### config.mk
export PLATFORM = sky130hd
export DESIGN_NAME = lrcc_proj
export DESIGN_NICKNAME = d
export VERILOG_FILES = /design/src/lrcc_pkg.sv /design/src/lrcc_proj.sv
export SDC_FILE = /design/constraint.sdc
export NUM_CORES = 1
export LEC_CHECK = 0
export BUFFER_PORTS_ARGS = -buffer_cell sky130_fd_sc_hd__buf_4
export CORE_AREA = 4 4 79 100
export DETAILED_ROUTE_END_ITERATION = 8
export DIE_AREA = 0 0 83 104
export PLACE_DENSITY = 0.68
export SYNTH_ARGS = -nofsm -noshare
export SYNTH_HDL_FRONTEND = slang
export SYNTH_SLANG_ARGS = --single-unit
### constraint.sdc
create_clock -name vclk -period 12.81
set_clock_uncertainty 0.1 [all_clocks]
set_input_delay 1.281 -clock vclk [all_inputs]
set_output_delay 1.281 -clock vclk [all_outputs]
set_load 0.05 [all_outputs]
### src/lrcc_pkg.sv
// Shared constants for the left-right disparity consistency checker.
// Holds field widths, default sizes, register indexes and result codes.
// No dependencies; lrcc_proj and lr_consistency_check refer to it by scoped name.
`default_nettype none

package lrcc_pkg;

  // Default sizes of the row stores and the fixed-point format.
  localparam int MAX_WIDTH_DEFAULT     = 4096;
  localparam int FRACTION_BITS_DEFAULT = 4;

  // Fixed widths of the interface fields.
  localparam int DISP_W   = 16;
  localparam int COLUMN_W = 12;
  localparam int THRESH_W = 16;
  localparam int ROWW_W   = 13;
  localparam int CFG_W    = 16;

  // Configuration register indexes.
  localparam logic CFG_THRESHOLD = 1'b0;
  localparam logic CFG_ROW_WIDTH = 1'b1;

  // Reset values of the configuration registers.
  localparam logic [THRESH_W-1:0] THRESHOLD_RESET = 16'd16;
  localparam logic [ROWW_W-1:0]   ROW_WIDTH_RESET = 13'd640;

  // Input item kinds.
  localparam logic KIND_STORE = 1'b0;
  localparam logic KIND_CHECK = 1'b1;

  // Pixel classes reported with each check result.
  localparam logic [1:0] CLASS_CONSISTENT = 2'd0;
  localparam logic [1:0] CLASS_OCCLUSION  = 2'd1;
  localparam logic [1:0] CLASS_MISMATCH   = 2'd2;

endpackage

`default_nettype wire

### src/lrcc_proj.sv
// Shared projection unit: round(base +/- offset / 2^FRACTION_BITS) with rounding
// half away from zero, plus a range check against the active row width.
// Depends on lrcc_pkg for the disparity and row-width field widths.
`default_nettype none

module lrcc_proj #(
  parameter int MAX_WIDTH     = lrcc_pkg::MAX_WIDTH_DEFAULT,
  parameter int FRACTION_BITS = lrcc_pkg::FRACTION_BITS_DEFAULT,
  localparam int AW   = $clog2(MAX_WIDTH),
  localparam int WW   = ($clog2(MAX_WIDTH + 1) > lrcc_pkg::ROWW_W) ?
                        $clog2(MAX_WIDTH + 1) : lrcc_pkg::ROWW_W
) (
  input  wire logic                              [AW-1:0] base,
  input  wire logic signed [lrcc_pkg::DISP_W-1:0]         offset,
  input  wire logic                                       subtract,
  input  wire logic                              [WW-1:0] width,
  output logic                                   [AW-1:0] index,
  output logic                                            in_range
);

  localparam int SW   = AW + FRACTION_BITS;
  localparam int VW   = ((SW > lrcc_pkg::DISP_W) ? SW : lrcc_pkg::DISP_W) + 2;
  localparam int CMPW = (VW > WW) ? VW : WW;
  localparam logic [VW-1:0] HALF = VW'((1 << FRACTION_BITS) >> 1);

  logic signed [VW-1:0] scaled;
  logic signed [VW-1:0] off_ext;
  logic signed [VW-1:0] sum;
  logic signed [VW-1:0] rounded;
  logic        [VW-1:0] mag;
  logic        [VW-1:0] rmag;

  assign scaled  = $signed({{(VW - AW){1'b0}}, base} << FRACTION_BITS);
  assign off_ext = VW'(offset);
  assign sum     = subtract ? (scaled - off_ext) : (scaled + off_ext);

  // Round the magnitude, then restore the sign.
  assign mag     = sum[VW-1] ? $unsigned(-sum) : $unsigned(sum);
  assign rmag    = (mag + HALF) >> FRACTION_BITS;
  assign rounded = sum[VW-1] ? -$signed(rmag) : $signed(rmag);

  assign index    = rounded[AW-1:0];
  assign in_range = !rounded[VW-1] && (CMPW'($unsigned(rounded)) < CMPW'(width));

endmodule

`default_nettype wire

Word-level counts from Yosys, hierarchy flattened --
Cells that the tools add are included.
Storage, ports and cells: bits of input ports 42, flip-flop bits (word level) 0, output and inout bits 13
Cells by class: add/sub/neg operators 5, multiplexer cells 3, reduce and logical (&&, ||, !) cells 2, $lt $le $gt $ge 1
Operators by type and width (count):
- 2-to-1 mux 18 bit | 3
- adder 17 x 16 -> 18 bit | 1
- adder 18 x 4 -> 18 bit, second input constant | 1
- < comparator 18 x 13 -> 1 bit | 1
- negation 14 -> 18 bit | 1
- negation 18 bit | 1
- subtractor 17 x 16 -> 18 bit | 1
- logical AND 1 bit | 1
- logical NOT 1 bit | 1

Longest topological paths before layout --
Gate-level depths: netlist of the first run.
word-level depth 9, mapped depth 30

Worst setup path before layout of the first run --
OpenSTA, ideal clock, no wires.
path kind in2out, start point input port offset[11] (netlist bit), end point output port in_range, slack 3640 ps, data arrival time 7789 ps, stages 29, cell sequence inv_1 -> ha_1 -> buf_6 -> or4_4 -> a21oi_4 -> o21ai_2 -> o21a_1 -> nor2_1 -> clkbuf_1 -> nor2_1 -> xnor2_1 -> ha_1 -> inv_1 -> ha_1 -> nand2_1 -> o21ai_0 -> ha_1 -> a21o_1 -> a21o_1 -> a21o_1 -> a21o_1 -> a21o_1 -> a21oi_1 -> nor2b_1 -> o21ai_0 -> nand2b_1 -> a21oi_1 -> o21ai_0 -> a221oi_2
Between the ends: elaborated cells on any way between the ends 11
RTL lines:
- start: declaration | line lrcc_proj.sv:14 | input wire logic signed [lrcc_pkg::DISP_W-1:0] offset,
- adder 17 x 16 -> 18 bit or subtractor 17 x 16 -> 18 bit (tied branches) | line lrcc_proj.sv:35 | assign sum = subtract ? (scaled - off_ext) : (scaled + off_ext);
- 2-to-1 mux 18 bit * | line lrcc_proj.sv:35
- 2-to-1 mux 18 bit | line lrcc_proj.sv:38 | assign mag = sum[VW-1] ? $unsigned(-sum) : $unsigned(sum);
- adder 18 x 4 -> 18 bit | line lrcc_proj.sv:39 | assign rmag = (mag + HALF) >> FRACTION_BITS;
- negation 14 -> 18 bit | line lrcc_proj.sv:40 | assign rounded = sum[VW-1] ? -$signed(rmag) : $signed(rmag);
- 2-to-1 mux 18 bit * | line lrcc_proj.sv:40
- via index[0] | line lrcc_proj.sv:17 | output logic [AW-1:0] index,
- < comparator 18 x 13 -> 1 bit * | line lrcc_proj.sv:43 | assign in_range = !rounded[VW-1] && (CMPW'($unsigned(rounded)) < CMPW'(width));
- logical AND 1 bit * | line lrcc_proj.sv:43
- end: declaration | line lrcc_proj.sv:18 | output logic in_range
The timed path passes the listed nets; every way through them passes the cells marked *.

Worst setup path in the final report of the first run --
start point input port offset[6] (netlist bit), end point output port in_range
Between the ends: longest elaborated chain between the ends 9, elaborated cells on any way between the ends 11
Ends and longest elaborated chain (line):
- adder 17 x 16 -> 18 bit or subtractor 17 x 16 -> 18 bit (tied branches) | lrcc_proj.sv:35
- 2-to-1 mux 18 bit * | lrcc_proj.sv:35
- negation 18 bit | lrcc_proj.sv:38
- 2-to-1 mux 18 bit | lrcc_proj.sv:38
- adder 18 x 4 -> 18 bit | lrcc_proj.sv:39
- negation 14 -> 18 bit | lrcc_proj.sv:40
- 2-to-1 mux 18 bit * | lrcc_proj.sv:40
- < comparator 18 x 13 -> 1 bit or logical NOT 1 bit (tied branches) | lrcc_proj.sv:43
- logical AND 1 bit * | lrcc_proj.sv:43
Mark *: on every way between the ends. The rest lies on a longest branch, timed or not.

==> results of run 1 <==
[final timing paths]
path,endpoint,depth (start not counted)
hold / removal,in_range,5
setup / recovery,in_range,28
[metal layers]
layer / routed length, um / track usage, %
met1: 3500 / 21.3
met2: 3860 / 31.9
met3: 342 / 1.90
met4: 82 / 1.87
met5: 0 / 0
[stage by stage]
stage | instances | area (sq um) | hold WS (ns) | utilization [%]
final | 575 | 3680 | 2.98 | 53.3
after global routing | 575 | 3680 | 3.02 | 53.3
after CTS | 575 | 3680 | 2.99 | 53.3
after detailed placement | 575 | 3680 | 2.99 | 53.3
after global placement | 575 | 3680 | 3.00 | 53.3
after floorplan | 446 | 3250 | 2.80 | -
[cell usage after synthesis, types with 3 or more instances]
master / n / share of area [%]
sky130_fd_sc_hd__a211oi_1: 6 / 1.4
sky130_fd_sc_hd__a21o_1: 11 / 2.5
sky130_fd_sc_hd__a21oi_1: 33 / 5.1
sky130_fd_sc_hd__a21oi_2: 3 / 0.81
sky130_fd_sc_hd__a31oi_1: 9 / 1.7
sky130_fd_sc_hd__a32oi_1: 3 / 0.81
sky130_fd_sc_hd__and2_1: 7 / 1.3
sky130_fd_sc_hd__and3_1: 7 / 1.3
sky130_fd_sc_hd__buf_2: 7 / 1.1
sky130_fd_sc_hd__buf_6: 4 / 1.4
sky130_fd_sc_hd__clkbuf_1: 4 / 0.46
sky130_fd_sc_hd__ha_1: 42 / 16
sky130_fd_sc_hd__inv_1: 34 / 3.9
sky130_fd_sc_hd__inv_2: 4 / 0.46
sky130_fd_sc_hd__nand2_1: 32 / 3.7
sky130_fd_sc_hd__nand2b_1: 8 / 1.5
sky130_fd_sc_hd__nand3_1: 12 / 1.8
sky130_fd_sc_hd__nand3b_1: 3 / 0.69
sky130_fd_sc_hd__nand4_1: 8 / 1.5
sky130_fd_sc_hd__nor2_1: 30 / 3.5
sky130_fd_sc_hd__nor2b_1: 7 / 1.3
sky130_fd_sc_hd__nor3_1: 13 / 2.0
sky130_fd_sc_hd__nor4_1: 3 / 0.58
sky130_fd_sc_hd__o21ai_0: 16 / 2.5
sky130_fd_sc_hd__o21ai_1: 3 / 0.46
sky130_fd_sc_hd__o21ai_2: 3 / 0.81
sky130_fd_sc_hd__o21bai_1: 3 / 0.69
sky130_fd_sc_hd__o22ai_1: 4 / 0.77
sky130_fd_sc_hd__o311ai_0: 4 / 1.1
sky130_fd_sc_hd__o31ai_1: 3 / 0.69
sky130_fd_sc_hd__xnor2_1: 30 / 8.1
sky130_fd_sc_hd__xor2_1: 13 / 3.5
[cell type report]
cell class	instances	area, sq um
timing repair buffer	55	413
tap	90	113
inverter	38	143
multi-input combinational	392	3010
fill	687	3220
[cells in the final DEF (no fill, tap or decap), types with 3 or more instances in the layout]
cell type,n
sky130_fd_sc_hd__nand2_1,32
sky130_fd_sc_hd__o21ai_0,16
sky130_fd_sc_hd__o22ai_1,4
sky130_fd_sc_hd__nor3_1,13
sky130_fd_sc_hd__a21oi_1,33
sky130_fd_sc_hd__a31oi_1,9
sky130_fd_sc_hd__o21bai_1,3
sky130_fd_sc_hd__and2_1,7
sky130_fd_sc_hd__nand2b_1,8
sky130_fd_sc_hd__buf_4,55
sky130_fd_sc_hd__nor2b_1,7
sky130_fd_sc_hd__nand3b_1,3
sky130_fd_sc_hd__xnor2_1,30
sky130_fd_sc_hd__ha_1,42
sky130_fd_sc_hd__o31ai_1,3
sky130_fd_sc_hd__nor4_1,3
sky130_fd_sc_hd__a21oi_2,3
sky130_fd_sc_hd__a32oi_1,3
sky130_fd_sc_hd__inv_1,34
sky130_fd_sc_hd__a21o_1,11
sky130_fd_sc_hd__inv_2,4
sky130_fd_sc_hd__and3_1,7
sky130_fd_sc_hd__o21ai_2,3
sky130_fd_sc_hd__xor2_1,13
sky130_fd_sc_hd__nand4_1,8
sky130_fd_sc_hd__a211oi_1,6
sky130_fd_sc_hd__nand3_1,12
sky130_fd_sc_hd__nor2_1,30
sky130_fd_sc_hd__o21ai_1,3
sky130_fd_sc_hd__o311ai_0,4
[worst max-delay path, cell delays in order]
cell	delay [ns]
sky130_fd_sc_hd__buf_4	0.08
sky130_fd_sc_hd__inv_1	0.03
sky130_fd_sc_hd__ha_1	0.44
sky130_fd_sc_hd__and4b_1	0.29
sky130_fd_sc_hd__a32o_1	0.26
sky130_fd_sc_hd__a22oi_2	0.21
sky130_fd_sc_hd__a21oi_2	0.13
sky130_fd_sc_hd__o21a_1	0.25
sky130_fd_sc_hd__nor2_1	0.85
sky130_fd_sc_hd__nor2_1	0.14
sky130_fd_sc_hd__xnor2_1	0.19
sky130_fd_sc_hd__ha_1	0.24
sky130_fd_sc_hd__or4b_1	0.52
sky130_fd_sc_hd__nor2_1	0.14
sky130_fd_sc_hd__xor2_1	0.23
sky130_fd_sc_hd__xnor2_1	0.17
sky130_fd_sc_hd__ha_1	0.27
sky130_fd_sc_hd__a21o_1	0.15
sky130_fd_sc_hd__a21o_1	0.17
sky130_fd_sc_hd__a21o_1	0.17
sky130_fd_sc_hd__a21oi_1	0.16
sky130_fd_sc_hd__nor2b_1	0.06
sky130_fd_sc_hd__o21ai_0	0.14
sky130_fd_sc_hd__nand2b_1	0.07
sky130_fd_sc_hd__a21oi_1	0.15
sky130_fd_sc_hd__o21ai_0	0.13
sky130_fd_sc_hd__a221oi_2	0.29
sky130_fd_sc_hd__buf_4	0.24
[cells by family after synthesis]
family          share of synthesized area [%]
buf+inv                                  7.54
mux                                      1.31
compound gates                           34.3
simple gates                             27.0
fa+ha+maj                                16.8
xor+xnor                                 13.1
[power groups by stage]
stage / logic (mW) / clock network (mW) / registers [mW]
finish: 0.386 / 0 / 0
floorplan: 0.301 / 0 / 0
CTS: 0.387 / 0 / 0
global placement: 0.378 / 0 / 0
global route: 0.423 / 0 / 0
detailed placement: 0.386 / 0 / 0
==> parameters.txt, run 1 <==
Parameter                              Value

Final layout
  Sequential cell area ... 0 sq um
  Total inserted antenna cells ... 0
  Clock Buffer Count ... 0
  Sequential cell count ... 0
  Fraction of layout instances using a drive strength above 1 ... 20.0%
  Synthesis-to-finish area growth ... 13.0%
  Fin nets ... 572

Placed design
  Count of input and output buffers ... 55
  Post-detailed-placement half-perimeter wirelength ... 6440 um
  Placement-stage worst setup slack ... 3.97 ns
  Placer's final routability congestion estimate ... 0.940

Global routing
  Antenna violations before repair ... 0
  Vias in the first global route ... 3165
  Maximum number of pins on one net before global-route repair ... 35
  Global route overflow ... 0
  Overall track demand over capacity in global routing ... 17.0%
  Wire length of the first global-routing pass ... 13500 um

Synthesis
  Syn Nets ... 531
  Sequential fraction of the synthesis area ... 0%
  Instance count of the mapped netlist ... 446
  Total standard cell area after synthesis ... 3250 sq um
  Yosys cell types ... 93
  Mean post-synth cell area ... 7.29 sq um
  Synthesis Warnings ... 0

Floorplan
  Overall die height ... 104 um
  Rows ... 34
  Starting density of the core ... 47.2%
  Boundary Pins ... 55
  Floorplan die width ... 83 um
  Floorplan die area ... 8630 sq um
  Area of the core ... 6890 sq um

Drt
  Number of design rule violations left after detail routing ... 0
  Ratio of routed vias to standard cells ... 5.85
  DRC violation total after the first TritonRoute iteration ... 150
  Drt first pass iters ... 4
  Aggregate routed wire length ... 7780 um
  Via count ... 3363
  Detail-routed net length per standard cell ... 13.5 um
  Post-route antenna net violation count ... 0

STA
  Final hold viol count ... 0
  Count of pins over their slew limit ... 0
  Slew Limit Headroom ... 27.5%
  Worst Tran Pin Value ... 1.08 ns
  Setup repair after global routing missed its margin ... false
  # setup viols final ... 0
  Minimum period implied by the final worst setup slack ... 8.85 ns
  Highest attainable clock frequency ... 113 MHz
  Final-layout setup total negative slack ... 0 ns
  Least setup slack across all paths after layout ... 3.96 ns
  Share of the cycle needed by the critical path after routing ... 69.1%

Pwr
  Power per unit of standard cell area ... 105 nW/um^2
  Peak ir drop on the vdd network ... 109 uV
  Share of power burned in combinational logic ... 100.0%
  Leakage power of the design ... 1.60 nW
  Overall power consumption ... 0.386 mW
  Sw Share ... 62.8%
  Sequential fraction of design power ... 0%
  Fraction of power consumed by the clock network ... 0%
  P_sw ... 0.242 mW
  Cell internal pwr ... 0.143 mW

Critical path
  Timing startpoint of the critical path ... offset[6]
  Critical Setup Path Class ... in2out
  Largest fanout on the critical path ... 16
  Endpoint type of the worst setup path ... output port
  Critical path launch point type ... primary input
  WP data required ... 11.43 ns
  Data arrival, critical path ... 7.47 ns

Clock tree
  Post-CTS Setup Repair Bufs ... 0
  Number of cells upsized or downsized after cts ... 0
  Hold buffer count at CTS ... 0

Worst hold path
  Min-Delay Path Class ... in2out
  Startpoint of the most critical hold path ... width[12]

Run status
  Result of the run ... complete, no violations

Run
  Maxcap violations ... 0
Note: power is estimated with default switching activity, not from simulation.
==> inputs of run 2 (changes only) <==
--- a/config.mk
+++ b/config.mk
@@ -5,10 +5,11 @@
 export SDC_FILE = /design/constraint.sdc
 export NUM_CORES = 1
 export LEC_CHECK = 0
+export ABC_AREA = 1
 export BUFFER_PORTS_ARGS = -buffer_cell sky130_fd_sc_hd__buf_4
-export CORE_AREA = 4 4 79 100
+export CORE_AREA = 4 4 83 104
 export DETAILED_ROUTE_END_ITERATION = 8
-export DIE_AREA = 0 0 83 104
+export DIE_AREA = 0 0 87 108
 export PLACE_DENSITY = 0.68
 export SYNTH_ARGS = -nofsm -noshare
 export SYNTH_HDL_FRONTEND = slang
==> constraint.sdc (replaced) <==
create_clock -name vclk -period 8.5
set_clock_uncertainty 0.1 [all_clocks]
set_input_delay 0.85 -clock vclk [all_inputs]
set_output_delay 0.85 -clock vclk [all_outputs]
set_load 0.05 [all_outputs]
==> run 2 against run 1 <==
  * Die area increased by 8.9%
  * Area after synthesis rose by 10%
  * First-iteration DRC count rose by 23%
  * Routed wire length up 21%
  * Cell area rose by 9.6%
  * Sequential cell count stayed put
  * Cell count up 44%
  * Utilization down 1.0 points
  * Combinational power up 34%
  * Synthesized cell count is 54% higher
  * Count of clock-buffer cells in the layout unchanged
  * Hold slack got worse by 0.64 ns
==> parameters.txt, run 2 <==
Parameter                              Value

Run status
  Result of the run ... complete, no violations

Clock tree
  Hold buffer count at CTS ... 0 (unchanged)
  Post-CTS Setup Repair Bufs ... 0 (unchanged)
  Number of cells upsized or downsized after cts ... 0 (unchanged)

STA
  Minimum period implied by the final worst setup slack ... 6.58 ns
  Slew Limit Headroom ... 60.1% (+33 points)
  Final hold viol count ... 0 (unchanged)
  Final-layout setup total negative slack ... 0 ns (unchanged)
  Highest attainable clock frequency ... 152 MHz
  Worst Tran Pin Value ... 0.597 ns (-0.486 ns)
  Hold slack final ... 2.34 ns (-0.643 ns)
  # setup viols final ... 0 (unchanged)
  Count of pins over their slew limit ... 0 (unchanged)
  Share of the cycle needed by the critical path after routing ... 77.4%
  Setup repair after global routing missed its margin ... false

Synthesis
  Top cells by area in the synthesized netlist ... sky130_fd_sc_hd__nand2_1 (26%), sky130_fd_sc_hd__ha_1 (15%), sky130_fd_sc_hd__inv_1 (12%)
  Share of the synthesized area in compound gates (AO/OA/AOI/OAI) ... 6.72% (-28 points)
  Simple-gate share of the synthesized area ... 57.6% (+31 points)
  Sequential fraction of the synthesis area ... 0% (unchanged)
  Yosys top cell by area ... sky130_fd_sc_hd__nand2_1
  Instance count of the mapped netlist ... 689 (+54%)
  Yosys cell types ... 37 (-60%)
  Total standard cell area after synthesis ... 3590 sq um (+10%)
  Top cells by count, synth ... sky130_fd_sc_hd__nand2_1 (245), sky130_fd_sc_hd__inv_1 (117), sky130_fd_sc_hd__nand3_1 (76)
  Syn Nets ... 774 (+46%)
  Xor/xnor share of the synthesized area ... 4.84% (-8.2 points)
  Most numerous cell in the Yosys netlist ... sky130_fd_sc_hd__nand2_1
  Mux share of post-synthesis cell area ... 0% (-1.3 points)
  Adder-cell area share of the yosys netlist ... 15.2% (-1.6 points)
  Synthesis Warnings ... 0 (unchanged)
  Dominant combinational cell family by area after synthesis ... simple AND/OR/NAND/NOR gates
  Area share of the leading cell type in the synthesized netlist ... 25.6% (+9.5 points)
  Mean post-synth cell area ... 5.21 sq um (-29%)

Final layout
  Commonest non-fill, non-tap cell in the layout ... sky130_fd_sc_hd__nand2_1
  Synthesis-to-finish area growth ... 12.2%
  Clock Buffer Count ... 0 (unchanged)
  Final core occ ... 52.3% (-1.0 points)
  Sequential cell count ... 0 (unchanged)
  Fin nets ... 819 (+43%)
  Sequential cell area ... 0 sq um (unchanged)
  Fraction of layout instances using a drive strength above 1 ... 15.7% (-4.3 points)
  Total inserted antenna cells ... 0 (unchanged)
  Most used cells in the layout excluding fill and tap cells ... sky130_fd_sc_hd__nand2_1 (245), sky130_fd_sc_hd__inv_1 (117), sky130_fd_sc_hd__nand3_1 (76)

Pwr
  Peak ir drop on the vdd network ... 120 uV (+11%)
  Power per unit of standard cell area ... 128 nW/um^2 (+22%)
  Fraction of power consumed by the clock network ... 0% (unchanged)
  Sw Share ... 67.1% (+4.3 points)
  P_sw ... 0.346 mW (+43%)
  Cell internal pwr ... 0.170 mW (+18%)
  Leakage power of the design ... 2.46 nW (+54%)
  Share of power burned in combinational logic ... 100.0% (about the same)
  Sequential fraction of design power ... 0% (unchanged)

Floorplan
  Boundary Pins ... 55 (unchanged)
  Area of the core ... 7700 sq um (+12%)
  Rows ... 36 (+5.9%)
  Floorplan die area ... 9400 sq um (+8.9%)
  Starting density of the core ... 46.6% (-0.58 points)
  Overall die height ... 108 um (+3.8%)
  Floorplan die width ... 87 um (+4.8%)

Critical path
  Cell with the largest stage delay on the worst path ... sky130_fd_sc_hd__ha_1
  Critical Setup Path Class ... in2out
  Crit-path max cell delay ... 0.42 ns (-0.43 ns)
  Data arrival, critical path ... 5.63 ns (-1.84 ns)
  WP data required ... 7.55 ns (-3.88 ns)
  Endpoint type of the worst setup path ... output port
  Largest fanout on the critical path ... 34 (+18)
  Critical path launch point type ... primary input

Placed design
  Count of input and output buffers ... 55 (unchanged)
  Post-detailed-placement half-perimeter wirelength ... 8180 um (+27%)
  Placer's final routability congestion estimate ... 0.872 (-7.2%)

Global routing
  Vias in the first global route ... 3941 (+25%)
  Antenna violations before repair ... 0 (unchanged)
  Maximum number of pins on one net before global-route repair ... 35 (unchanged)
  Wire length of the first global-routing pass ... 16000 um (+19%)
  Global route overflow ... 0 (unchanged)
  Overall track demand over capacity in global routing ... 20.1% (+3.1 points)

Drt
  Detail-routed net length per standard cell ... 11.4 um (-16%)
  Via count ... 4150 (+23%)
  Drt first pass iters ... 4 (unchanged)
  Post-route antenna net violation count ... 0 (unchanged)
  Aggregate routed wire length ... 9390 um (+21%)
  Ratio of routed vias to standard cells ... 5.02 (-14%)
  DRC violation total after the first TritonRoute iteration ... 185 (+23%)
  Number of design rule violations left after detail routing ... 0 (unchanged)

Run
  Maxcap violations ... 0 (unchanged)

Worst hold path
  Min-Delay Path Class ... in2out
-- run 2: cell types whose count changed after synthesis, sizes merged, moves of 11 or more --
cell,change
inv,+87
a21o,-11
nand3,+71
xnor2,-25
nor3,-11
nor2,+37
a21oi,-14
o21ai,-17
nand2,+240
-- run 2: routing by layer --
metal | share of wire, % | global-route usage (%)
met5 | 0 | 0
met4 | 3.1 | 5.46
met3 | 2.9 | 0.534
met2 | 54 | 42.1
met1 | 40 | 20.9
-- run 2: logic make-up (layout without fill, tap and decap cells) --
family          after synthesis  count (layout)
buf+inv                     137             180
compound gates               40              40
fa+ha+maj                    43              43
simple gates                450             450
xor+xnor                     19              19
-- run 2: final timing paths --
path,start,to,slack (ns),depth (start not counted)
setup / recovery,offset[8],in_range,1.92,37
hold / removal,width[12],in_range,2.34,8
-- run 2: cell type report --
type	instances	area, sq um
fillers	841	3670
multi-input cells	552	3030
inverters	125	469
repair buffers	55	413
well taps	95	119
-- run 2: power groups by stage --
stage          clock [mW]  sequential (mW)  combinational, mW
2_1_floorplan           0                0              0.398
3_3_place_gp            0                0              0.506
4_1_cts                 0                0              0.518
5_1_grt                 0                0              0.578
6_report                0                0              0.516
3_5_place_dp            0                0              0.516
-- run 2: worst max-delay path, delay by kind of cell --
family / cells / cell delay (ns)
and+or+nand+nor: 25 / 2.99
xor gates and xnor gates: 1 / 0.12
AOI/OAI and AO/OA: 2 / 0.24
buffers and inverters: 6 / 0.51
adders and majority gates: 3 / 0.93
-- run 2: through the flow --
| step | power [mW] | worst slack, ns | cell area [sq um] | std cells |
|---|---|---|---|---|
| after floorplan | 0.398 | 1.72 | 3590 | 689 |
| after global placement | 0.506 | 2.07 | 4030 | 827 |
| after detailed placement | 0.516 | 1.88 | 4030 | 827 |
| after CTS | 0.518 | 1.88 | 4030 | 827 |
| after global routing | 0.578 | 1.28 | 4030 | 827 |
| final | 0.516 | 1.92 | 4030 | 827 |
==> inputs of run 3 (changes only) <==
==> constraint.sdc (replaced) <==
create_clock -name vclk -period 6.2
set_clock_uncertainty 0.1 [all_clocks]
set_input_delay 0.62 -clock vclk [all_inputs]
set_output_delay 0.62 -clock vclk [all_outputs]
set_load 0.05 [all_outputs]
==> run 3 against run 2 <==
  * Count of clock-buffer cells in the layout stayed put
  * Cell area up 5.7%
  * Worst setup slack lost 1.4 ns
  * Via count grew 0.87%
  * Routed wire length up 3.1%
  * Power rose by 46%
  * Critical path depth is 3 lower
==> parameters.txt, run 3 (same netlist as run 2, synthesis figures left out) <==
Parameter                              Value

Run status
  Result of the run ... complete, no violations

Pwr
  Sequential fraction of design power ... 0% (unchanged)
  Cell internal pwr ... 0.258 mW (+52%)
  Share of power burned in combinational logic ... 100.0% (about the same)
  Power per unit of standard cell area ... 176 nW/um^2 (+38%)
  Sw Share ... 65.6% (-1.5 points)
  Fraction of power consumed by the clock network ... 0% (unchanged)
  P_sw ... 0.493 mW (+42%)
  Peak ir drop on the vdd network ... 178 uV (+48%)
  Leakage power of the design ... 2.48 nW (+0.74%)
  Overall power consumption ... 0.751 mW (+46%)

Final layout
  Fillcell total ... 810 (-3.7%)
  Clock Buffer Count ... 0 (unchanged)
  Synthesis-to-finish area growth ... 18.6%
  Final non-filler cell area ... 4260 sq um (+5.7%)
  Most used cells in the layout excluding fill and tap cells ... sky130_fd_sc_hd__nand2_1 (243), sky130_fd_sc_hd__inv_1 (116), sky130_fd_sc_hd__nand3_1 (75)
  Commonest non-fill, non-tap cell in the layout ... sky130_fd_sc_hd__nand2_1
  Sequential cell area ... 0 sq um (unchanged)
  Final core occ ... 55.3% (+3.0 points)
  Sequential cell count ... 0 (unchanged)
  Fin nets ... 821 (+0.24%)
  Total inserted antenna cells ... 0 (unchanged)
  Fraction of layout instances using a drive strength above 1 ... 19.6% (+3.9 points)
  Finished Layout Cells ... 829 (+0.24%)

Placed design
  Placed Instance Area ... 4060 sq um (+0.75%)
  Placer's final routability congestion estimate ... 0.862 (-1.2%)
  Post-detailed-placement half-perimeter wirelength ... 8280 um (+1.2%)
  Count of input and output buffers ... 55 (unchanged)
  Inst Count DP ... 828 (+0.12%)
  Placement-stage worst setup slack ... 0.144 ns (-1.74 ns)

Drt
  Aggregate routed wire length ... 9680 um (+3.1%)
  Via count ... 4186 (+0.87%)
  Ratio of routed vias to standard cells ... 5.05 (+0.62%)
  Number of design rule violations left after detail routing ... 0 (unchanged)
  Drt first pass iters ... 4 (unchanged)
  Post-route antenna net violation count ... 0 (unchanged)
  DRC violation total after the first TritonRoute iteration ... 182 (-1.6%)
  Detail-routed net length per standard cell ... 11.7 um (+2.8%)

Worst hold path
  Min-Delay Path Class ... in2out

STA
  # setup viols final ... 0 (unchanged)
  Count of pins over their slew limit ... 0 (unchanged)
  Least setup slack across all paths after layout ... 0.479 ns (-1.44 ns)
  Final-layout setup total negative slack ... 0 ns (unchanged)
  Minimum period implied by the final worst setup slack ... 5.72 ns
  Slew Limit Headroom ... 58.9% (-1.3 points)
  Worst Tran Pin Value ... 0.616 ns (+0.0191 ns)
  Hold slack final ... 1.85 ns (-0.497 ns)
  Highest attainable clock frequency ... 175 MHz
  Final hold viol count ... 0 (unchanged)
  Share of the cycle needed by the critical path after routing ... 92.3%

Critical path
  Largest fanout on the critical path ... 7 (-79%)
  Critical path launch point type ... primary input
  WP data required ... 5.48 ns (-2.07 ns)
  Endpoint type of the worst setup path ... output port
  Cell with the largest stage delay on the worst path ... sky130_fd_sc_hd__ha_1
  Critical Setup Path Class ... in2out
  Data arrival, critical path ... 5.00 ns (-0.63 ns)
  Crit-path max cell delay ... 0.30 ns (-0.12 ns)
  Critical Path Most Common Cell ... sky130_fd_sc_hd__nand2_1

Global routing
  Overall track demand over capacity in global routing ... 20.5% (+0.46 points)
  Maximum number of pins on one net before global-route repair ... 28 (-20%)
  Global route overflow ... 0 (unchanged)
  Vias in the first global route ... 3970 (+0.74%)
  Wire length of the first global-routing pass ... 16300 um (+1.4%)
  Antenna violations before repair ... 0 (unchanged)

Floorplan
  Area of the core ... 7700 sq um (unchanged)
  Overall die height ... 108 um (unchanged)
  Floorplan die area ... 9400 sq um (unchanged)
  Floorplan die width ... 87 um (unchanged)
  Starting density of the core ... 46.6% (unchanged)
  Boundary Pins ... 55 (unchanged)
  Rows ... 36 (unchanged)

Clock tree
  Hold buffer count at CTS ... 0 (unchanged)

Run
  Maxcap violations ... 0 (unchanged)
==> run 3: changes by cell type in the layout (fill, tap and decap cells not counted), moves of 2 or more <==
| cell | change |
|---|---|
| sky130_fd_sc_hd__ha_1 | -11 |
| sky130_fd_sc_hd__ha_4 | +11 |
| sky130_fd_sc_hd__nor2_1 | -5 |
| sky130_fd_sc_hd__nor2_2 | +4 |
| sky130_fd_sc_hd__a21oi_1 | -2 |
| sky130_fd_sc_hd__a21oi_2 | +2 |
| sky130_fd_sc_hd__buf_6 | +2 |
| sky130_fd_sc_hd__nand2_1 | -2 |
| sky130_fd_sc_hd__nand2_2 | +2 |
| sky130_fd_sc_hd__xor2_1 | -2 |
| sky130_fd_sc_hd__xor2_2 | +2 |
==> run 3: power groups by stage <==
stage	logic (mW)	registers [mW]	clock network, mW
after floorplan	0.553	0	0
after global placement	0.703	0	0
after detailed placement	0.718	0	0
after CTS	0.720	0	0
after global routing	0.840	0	0
final	0.751	0	0
==> run 3: worst paths after layout <==
path	startpoint	endpoint	slack, ns	cells past startpoint
setup / recovery	offset[15]	in_range	0.48	34
hold / removal	offset[15]	index[1]	1.85	5
==> run 3: worst max-delay path, delay by kind of cell <==
family          cells  cell delay, ns
compound gates      5            0.82
xor+xnor            2            0.31
fa+ha+maj           3            0.76
buf+inv             6            0.77
simple gates       18            1.71
==> run 3: layout make-up <==
class                      count  area [sq um]  area share [%]
multi-input combinational    552          3230            75.9
timing repair buffer          57           435            10.2
inverter                     125           473            11.1
tap                           95           119            2.79
==> run 3: repair_timing <==
item,4_1_cts,5_1_grt
endpoints found under the hold margin,0,0
endpoints found under the setup margin,0,1
gates resized for setup,0,38
setup buffers,0,1
==> run 3: metal layers <==
| metal | share of wire [%] | GRT usage [%] |
|---|---|---|
| met5 | 0 | 0 |
| met4 | 3.4 | 6.35 |
| met3 | 3.3 | 0.229 |
| met2 | 54 | 42.7 |
| met1 | 39 | 21.6 |
